**src/dtfp_pkg.sv**
```systemverilog
// ----------------------------------------------------------------------------
// dtfp_pkg
// Shared types and character codes for the decimal text to fixed point parser
// ----------------------------------------------------------------------------
`default_nettype none

package dtfp_pkg;

  // parse phase
  typedef enum logic [2:0] {
    PH_SKIP = 3'd0,
    PH_INT  = 3'd1,
    PH_FRAC = 3'd2,
    PH_DONE = 3'd3
  } phase_t;

  // character codes
  localparam logic [7:0] CH_NUL   = 8'h00;
  localparam logic [7:0] CH_TAB   = 8'h09;
  localparam logic [7:0] CH_NL    = 8'h0A;
  localparam logic [7:0] CH_SPACE = 8'h20;
  localparam logic [7:0] CH_PLUS  = 8'h2B;
  localparam logic [7:0] CH_MINUS = 8'h2D;
  localparam logic [7:0] CH_POINT = 8'h2E;
  localparam logic [7:0] CH_ZERO  = 8'h30;
  localparam logic [7:0] CH_NINE  = 8'h39;

  // number of fraction digit weights held in the table
  localparam int unsigned MAX_WEIGHTS = 10;

endpackage

`default_nettype wire

```
**src/decimal_text_to_fixed_point.sv**
```systemverilog
// ----------------------------------------------------------------------------
// decimal_text_to_fixed_point
// Parses a NUL terminated decimal string, one character per word, into a
// signed fixed-point number with saturation and no-number flags
// ----------------------------------------------------------------------------
// A terminating NUL is first loaded into the input register; out_valid rises when
// the result register loads, as that NUL leaves the input register.
// Throughput: one character per cycle; only a NUL whose result register is
// still held by a stalled output waits in the input register.
// Reset (synchronous, rst_n low): parser back to whitespace skipping, both
// pipeline registers empty.
`default_nettype none

module decimal_text_to_fixed_point
  import dtfp_pkg::*;
#(
  parameter int unsigned INT_BITS        = 31,
  parameter int unsigned FRAC_BITS       = 32,
  parameter int unsigned MAX_FRAC_DIGITS = 10
) (
  input  wire logic                              clk,
  input  wire logic                              rst_n,
  input  wire logic                              in_valid,
  output logic                                   in_stall,
  input  wire logic [7:0]                        in_ch,
  output logic                                   out_valid,
  input  wire logic                              out_stall,
  output logic signed [INT_BITS+FRAC_BITS:0]     out_value,
  output logic                                   out_overflow,
  output logic                                   out_no_number
);

  localparam int unsigned VAL_W = INT_BITS + FRAC_BITS + 1;
  localparam int unsigned MAG_W = INT_BITS + FRAC_BITS + 2;
  localparam int unsigned FA_W  = FRAC_BITS + 2;
  localparam int unsigned PR_W  = INT_BITS + 4;

  localparam logic [PR_W-1:0]     INT_MAX_EXT = (PR_W'(1) << INT_BITS) - PR_W'(1);
  localparam logic [INT_BITS-1:0] INT_MAX     = {INT_BITS{1'b1}};
  localparam logic [MAG_W-1:0]    MAG_MAX     =
    (MAG_W'(1) << (INT_BITS + FRAC_BITS)) - MAG_W'(1);
  localparam logic [3:0]          MAX_FD      = 4'(MAX_FRAC_DIGITS);

  // fraction digit weights, round half up of 2^FRAC_BITS / 10^k
  localparam logic [63:0] ONE = 64'd1 << FRAC_BITS;
  localparam logic [FRAC_BITS-1:0] FRAC_WEIGHT [1:MAX_WEIGHTS] = '{
    FRAC_BITS'((ONE + 64'd5)           / 64'd10),
    FRAC_BITS'((ONE + 64'd50)          / 64'd100),
    FRAC_BITS'((ONE + 64'd500)         / 64'd1000),
    FRAC_BITS'((ONE + 64'd5000)        / 64'd10000),
    FRAC_BITS'((ONE + 64'd50000)       / 64'd100000),
    FRAC_BITS'((ONE + 64'd500000)      / 64'd1000000),
    FRAC_BITS'((ONE + 64'd5000000)     / 64'd10000000),
    FRAC_BITS'((ONE + 64'd50000000)    / 64'd100000000),
    FRAC_BITS'((ONE + 64'd500000000)   / 64'd1000000000),
    FRAC_BITS'((ONE + 64'd5000000000)  / 64'd10000000000)
  };

  // input register
  logic       s1_vld_r, s1_vld_nxt;
  logic [7:0] s1_ch_r;

  // parser state
  phase_t                phase_r, phase_nxt;
  logic                  neg_r, neg_nxt;
  logic [INT_BITS-1:0]   int_r, int_nxt;
  logic [FA_W-1:0]       frac_r, frac_nxt;
  logic [3:0]            fdig_r, fdig_nxt;
  logic                  sat_r, sat_nxt;
  logic                  inval_r, inval_nxt;

  // result register
  logic                  out_vld_r, out_vld_nxt;
  logic [VAL_W-1:0]      val_r;
  logic                  ovf_r, none_r;

  // step logic
  logic                  s1_go;
  logic                  is_nul, is_digit, is_space;
  logic [3:0]            digit;
  logic [PR_W-1:0]       int_prod;
  logic [3:0]            fdig_inc;
  logic [FRAC_BITS-1:0]  weight;
  logic [FRAC_BITS+3:0]  frac_prod;
  logic [MAG_W-1:0]      mag;
  logic [VAL_W-1:0]      mag_sel;
  logic                  fin_ovf, fin_none;
  logic [VAL_W-1:0]      fin_val;

  // handshake
  assign s1_go    = s1_vld_r && !(is_nul && out_vld_r && out_stall);
  assign in_stall = s1_vld_r && !s1_go;

  always_comb begin
    s1_vld_nxt = s1_vld_r;
    if (in_valid && !in_stall) begin
      s1_vld_nxt = 1'b1;
    end else if (s1_go) begin
      s1_vld_nxt = 1'b0;
    end
  end

  // character classes
  assign is_nul   = (s1_ch_r == CH_NUL);
  assign is_digit = (s1_ch_r inside {[CH_ZERO:CH_NINE]});
  assign is_space = (s1_ch_r inside {CH_SPACE, CH_TAB, CH_NL});
  assign digit    = 4'(s1_ch_r - CH_ZERO);

  // integer digit: acc * 10 + d
  assign int_prod = (PR_W'(int_r) << 3) + (PR_W'(int_r) << 1) + PR_W'(digit);

  // fraction digit weight
  assign fdig_inc  = fdig_r + 4'd1;
  assign weight    = (fdig_inc >= 4'd1 && fdig_inc <= 4'(MAX_WEIGHTS)) ?
                     FRAC_WEIGHT[fdig_inc] : '0;
  assign frac_prod = digit * weight;

  // final magnitude, clipping and sign
  always_comb begin
    mag      = (MAG_W'(int_r) << FRAC_BITS) + MAG_W'(frac_r);
    fin_ovf  = sat_r || (mag > MAG_MAX);
    fin_none = (phase_r == PH_SKIP) || inval_r;
    mag_sel  = fin_ovf ? VAL_W'(MAG_MAX) : VAL_W'(mag);
    if (fin_none) begin
      mag_sel = '0;
      fin_ovf = 1'b0;
    end
    fin_val = neg_r ? (VAL_W'(0) - mag_sel) : mag_sel;
  end

  // parser next state
  always_comb begin
    phase_nxt = phase_r;
    neg_nxt   = neg_r;
    int_nxt   = int_r;
    frac_nxt  = frac_r;
    fdig_nxt  = fdig_r;
    sat_nxt   = sat_r;
    inval_nxt = inval_r;
    if (s1_go) begin
      if (is_nul) begin
        phase_nxt = PH_SKIP;
        neg_nxt   = 1'b0;
        int_nxt   = '0;
        frac_nxt  = '0;
        fdig_nxt  = '0;
        sat_nxt   = 1'b0;
        inval_nxt = 1'b0;
      end else begin
        case (phase_r)
          PH_SKIP: begin
            if (is_space) begin
              phase_nxt = PH_SKIP;
            end else if (is_digit) begin
              phase_nxt = PH_INT;
              if (int_prod > INT_MAX_EXT) begin
                int_nxt = INT_MAX;
                sat_nxt = 1'b1;
              end else begin
                int_nxt = INT_BITS'(int_prod);
              end
            end else if (s1_ch_r == CH_POINT) begin
              phase_nxt = PH_FRAC;
            end else if (s1_ch_r == CH_MINUS) begin
              neg_nxt   = 1'b1;
              phase_nxt = PH_INT;
            end else if (s1_ch_r == CH_PLUS) begin
              phase_nxt = PH_INT;
            end else begin
              inval_nxt = 1'b1;
              phase_nxt = PH_DONE;
            end
          end
          PH_INT: begin
            if (is_digit) begin
              if (int_prod > INT_MAX_EXT) begin
                int_nxt = INT_MAX;
                sat_nxt = 1'b1;
              end else begin
                int_nxt = INT_BITS'(int_prod);
              end
            end else if (s1_ch_r == CH_POINT) begin
              phase_nxt = PH_FRAC;
            end else begin
              phase_nxt = PH_DONE;
            end
          end
          PH_FRAC: begin
            if (is_digit) begin
              if (fdig_r < MAX_FD) begin
                fdig_nxt = fdig_inc;
                frac_nxt = frac_r + FA_W'(frac_prod);
              end
            end else begin
              phase_nxt = PH_DONE;
            end
          end
          default: begin
            phase_nxt = phase_r;
          end
        endcase
      end
    end
  end

  // result valid
  always_comb begin
    out_vld_nxt = out_vld_r;
    if (s1_go && is_nul) begin
      out_vld_nxt = 1'b1;
    end else if (!out_stall) begin
      out_vld_nxt = 1'b0;
    end
  end

  // control registers
  always_ff @(posedge clk) begin
    if (!rst_n) begin
      s1_vld_r  <= 1'b0;
      out_vld_r <= 1'b0;
      phase_r   <= PH_SKIP;
      neg_r     <= 1'b0;
      int_r     <= '0;
      frac_r    <= '0;
      fdig_r    <= '0;
      sat_r     <= 1'b0;
      inval_r   <= 1'b0;
    end else begin
      s1_vld_r  <= s1_vld_nxt;
      out_vld_r <= out_vld_nxt;
      phase_r   <= phase_nxt;
      neg_r     <= neg_nxt;
      int_r     <= int_nxt;
      frac_r    <= frac_nxt;
      fdig_r    <= fdig_nxt;
      sat_r     <= sat_nxt;
      inval_r   <= inval_nxt;
    end
  end

  // payload registers
  always_ff @(posedge clk) begin
    if (in_valid && !in_stall) begin
      s1_ch_r <= in_ch;
    end
    if (s1_go && is_nul) begin
      val_r  <= fin_val;
      ovf_r  <= fin_ovf;
      none_r <= fin_none;
    end
  end

  assign out_valid     = out_vld_r;
  assign out_value     = val_r;
  assign out_overflow  = ovf_r;
  assign out_no_number = none_r;

  // a stall on the input only ever holds back a terminating NUL
  a_stall_only_nul: assert property (@(posedge clk) disable iff (!rst_n)
    in_stall |-> (s1_vld_r && is_nul && out_vld_r))
    else $error("input stalled without a waiting NUL");

  // a result that reports no number carries a zero value and no overflow
  a_no_number_zero: assert property (@(posedge clk) disable iff (!rst_n)
    (out_vld_r && none_r) |-> (val_r == '0 && !ovf_r))
    else $error("no-number result with nonzero value");

  // after a NUL is taken the parser is back in whitespace skipping
  a_nul_restarts: assert property (@(posedge clk) disable iff (!rst_n)
    (s1_go && is_nul) |=> (phase_r == PH_SKIP && int_r == '0 && frac_r == '0))
    else $error("parser not cleared after NUL");

  // fraction digit count never passes its limit
  a_fdig_limit: assert property (@(posedge clk) disable iff (!rst_n)
    fdig_r <= MAX_FD)
    else $error("fraction digit count beyond limit");

endmodule

`default_nettype wire
```
**config.mk**
```make
export PLATFORM = sky130hd
export DESIGN_NAME = decimal_text_to_fixed_point
export DESIGN_NICKNAME = d
export VERILOG_FILES = /design/src/dtfp_pkg.sv /design/src/decimal_text_to_fixed_point.sv
export SDC_FILE = /design/constraint.sdc
export NUM_CORES = 1
export LEC_CHECK = 0
export BUFFER_PORTS_ARGS = -buffer_cell sky130_fd_sc_hd__clkbuf_2
export CELL_PAD_IN_SITES_DETAIL_PLACEMENT = 2
export CELL_PAD_IN_SITES_GLOBAL_PLACEMENT = 2
export CORE_MARGIN = 4
export CORE_UTILIZATION = 39
export DETAILED_ROUTE_END_ITERATION = 16
export PLACE_DENSITY_LB_ADDON = 0.1
export SLEW_MARGIN = 20
export SYNTH_ARGS = -nofsm -noshare
export SYNTH_HDL_FRONTEND = slang
export SYNTH_SLANG_ARGS = --single-unit
```
**constraint.sdc**
```tcl
create_clock -name clk -period 6.5 [get_ports clk]
set_clock_uncertainty 0.1 [all_clocks]
set_input_delay 1.3 -clock clk [delete_from_list [all_inputs] [get_ports clk]]
set_output_delay 1.3 -clock clk [all_outputs]
set_load 0.1 [all_outputs]
```
==> metrics.md <==
| Metric | Value |
|---|---|
| Core area | 0.0379 mm^2 |
| Initial antenna violation count | 2 |
| DR vias/cell | 5.85 |
| Total power | 0.00269 W |
| Fin crit period | 6270 ps |
| Share of layout cells above drive strength 1 | 9.90% |
| Slew Limit Headroom | 22.7% |
| Startpoint types | flip-flop |
| Worst hold path class | flip-flop to flip-flop |
| Max Fclk | 160 MHz |
| Final hold vios | 0 |
| Area share of the leading cell type in the synthesized netlist | 14.7% |
| Total vias in the final route | 14,200 |
| RSZ-0062 raised after global routing | yes |
| Post-Route WL | 55.1 mm |
| Nets | 2,114 |
| Final Wtd Congestion | 0.864 |
| RR Endpoint | frac_r[31] |
| CTS Hold Bufs | 0 |
| Post CTS Setup Buffer Count | 0 |
| Worst r2r path cells | 21 |
| WHS Path Cells | 2 |
| Cell Area, Synth | 0.0151 mm^2 |
| Distinct cells, synth | 78 |
| Kind of critical path | flip-flop to flip-flop |
| 1st-iter DRT viols | 773 |
| Cell mode on critical path | a21oi_1 |
| Total track usage | 26.3% |
| HP Start | frac_r[11] |
| Reg2reg start | fdig_r[1] |
| Clock Tree Root | clkbuf_16 |
| Layout Utilization | 43.9% |
| Final setup viols | 0 |
| Std-Cell Rows | 71 |
| Clock latency on the worst-skew pair | 450 ps |
| Synth area leaders | edfxtp_1 (15%), fa_1 (10%), ha_1 (10%) |
| Cells after Synth | 1,869 |
| Worst Tran Pin Value | 1160 ps |
| Int Pwr | 0.00177 W |
| Switching power | 0.000921 W |
| Vias in the first global route | 15,200 |
| Die width | 205 um |
| Slowest cell delay on critical path | 550 ps |
| Commonest non-fill, non-tap cell in the layout | inv_1 |
| Gate power share | 26.3% |
| DP Wirelength | 43.5 mm |
| Fin crit share | 96.4% |
| PortBufs | 79 |
| Biggest area consumer among synthesized cells | edfxtp_1 |
| I/O pin cnt | 80 |
| Reg2Reg Setup Slack | 230 ps |
| Post-route ant nets | 0 |
| CTS H-tree depth | 4 |
| Die area | 0.0420 mm^2 |
| Leakage Power | 7.32 nW |
| WP data required | 6720 ps |
| Die Ht | 205 um |
| Post_cts resized | 4 |
| Synthesis Warnings | 0 |
| Clock power frac | 36.1% |
| MaxCap Viol Count | 0 |
| Critical Path Stages | 21 |
| Top_reg_cell synth | dfxtp_1 |
| Cell family with most CP delay | compound AO/OA/AOI/OAI gates |
| Max-slew violations | 0 |
| WHS Endpoint | frac_r[11] |
| Clock transition at path regs | 70 ps |
| Critical-path cell list | nand3_1 > xnor2_2 > a21oi_1 > a31oi_2 > a21oi_1 > and2_1 > fa_1 > fa_1 > inv_1 > fa_1 > inv_1 > ha_1 > a21oi_1 > o21ai_0 > o21ai_2 > a21oi_1 > or3_1 > a21o_1 > a221oi_1 > xor2_1 > o21ai_0 |
| Clk sinks | 150 |
| Initial core utilization | 39.8% |
| Drt pass-1 iters | 5 |
| Max IR drop VDD | 0.190 mV |
| Post-synthesis sequential area ratio | 24.8% |
| Leading cell types in the layout, fill and taps excluded | inv_1 (189), nand2_1 (180), nor2_1 (173) |
| Post-Synthesis Net Count | 2,085 |
| CTS Buf Count | 17 |
| Pwr dens | 162 mW/mm^2 |
| Crit path max fanout | 10 |
| DR WL/cell | 22.8 um |
| EDFF count, synth | 74 |
| Area after DPL | 0.0160 mm^2 |
| Largest net degree at the start of global routing | 68 |
| Slowest library cell on the worst path | fa_1 |
| Asr flop ratio synth | 0% |
| Status | complete, no violations |
| First-pass GRT wire length | 87.4 mm |
| Worst setup EP type | flip-flop |
| CTS max path bufs | 2 |
| Final WS setup | 235 ps |
| Area Overhead vs Synth | 10.1% |
| Dpl ws | -157 ps |
| Antenna diodes | 0 |
| Sw frac | 34.2% |
| Synth Area per Inst | 8.08 um^2 |
| Crit path DAT | 6480 ps |
| #FFs+latches synth | 150 |
| Final design instance area without fill | 0.0166 mm^2 |
| Gr ovfl total | 0 |
| Fraction of power consumed by sequential logic | 37.7% |
| Post-route DRC | 0 |
| CTS tree | yes |
| CP Buf/Inv Count | 2 |
[cells by family (layout without fill, tap and decap cells)]
family          Yosys count  after routing  synth area share (%)
fa+ha+maj               204            204                  20.8
buf+inv                 289            330                  7.31
simple gates            643            643                  20.3
mux                       7              7                 0.480
xor+xnor                113            113                  6.55
flops                   150            150                  24.8
compound gates          463            463                  19.7
[cell type report]
type	instances	area (um^2)
flip-flops and latches	150	3750
multi-input cells	1430	10400
repair buffers	104	583
clock inverters	13	109
clock buffers	18	429
inverters	195	736
fillers	4283	21300
well taps	511	639
[worst min-delay path, cell delays in order, from the launching register on]
cell	delay, ps
dfxtp_1	320
nand3_1	70
a21oi_1	50
[routing by layer]
layer	vias to the layer above	share of wire [%]	track usage, %
met1	7255	49	38.2
met4	0	1.1	4.52
li1	6615	-	-
met5	-	0	0
met2	266	46	43.2
met3	32	3.3	2.47
[synthesized netlist by cell type, types with 20 or more instances]
cell and number:
inv_1 193, nand2_1 180, nor2_1 175, a21oi_1 142, ha_1 125, o21ai_0 110, fa_1 79, clkbuf_1 76
dfxtp_1 76, edfxtp_1 74, nand3_1 68, xnor2_1 68, nor3_1 45, xor2_1 45, and2_1 33, nand4_1 33
a221oi_1 30, a21o_1 26, a31oi_1 20
[power groups by stage]
| stage | Sequential (W) | Clock (W) | Combinational, W |
|---|---|---|---|
| after floorplan | 0.00102 | 0 | 0.000498 |
| after detailed placement | 0.00103 | 0 | 0.000692 |
| after global placement | 0.00103 | 0 | 0.000644 |
| after global routing | 0.00101 | 0.00103 | 0.000791 |
| after CTS | 0.00101 | 0.000994 | 0.000701 |
| final | 0.00101 | 0.000970 | 0.000707 |
[per-stage QoR]
stage                     TNS (ps)  hold slack (ps)  instances
after global placement           0              371       2390
final                            0              386       2421
after detailed placement      -167              381       2390
after global routing          -172              426       2421
after floorplan                  0              337       1869
after CTS                        0              389       2421
[sequential cells by signal, summed over array words and instances, names as in the netlist]
name and count:
neg_r 1, inval_r 1, out_value 64, s1_vld_r 1, phase_r 2, s1_ch_r 8
int_r 31, sat_r 1, out_valid 1, fdig_r 4, frac_r 34, out_overflow 1
out_no_number 1
[worst max path at each step]
| stage | start | endpoint | slack [ps] |
|---|---|---|---|
| floorplan | fdig_r[0] | frac_r[31] | 800 |
| global placement | fdig_r[0] | frac_r[31] | 220 |
| detailed placement | fdig_r[1] | frac_r[31] | -160 |
| CTS | fdig_r[1] | frac_r[31] | 20 |
| global route | fdig_r[1] | frac_r[31] | -80 |
| finish | fdig_r[1] | frac_r[31] | 230 |
No activity file was read; power rests on OpenSTA's default activity.
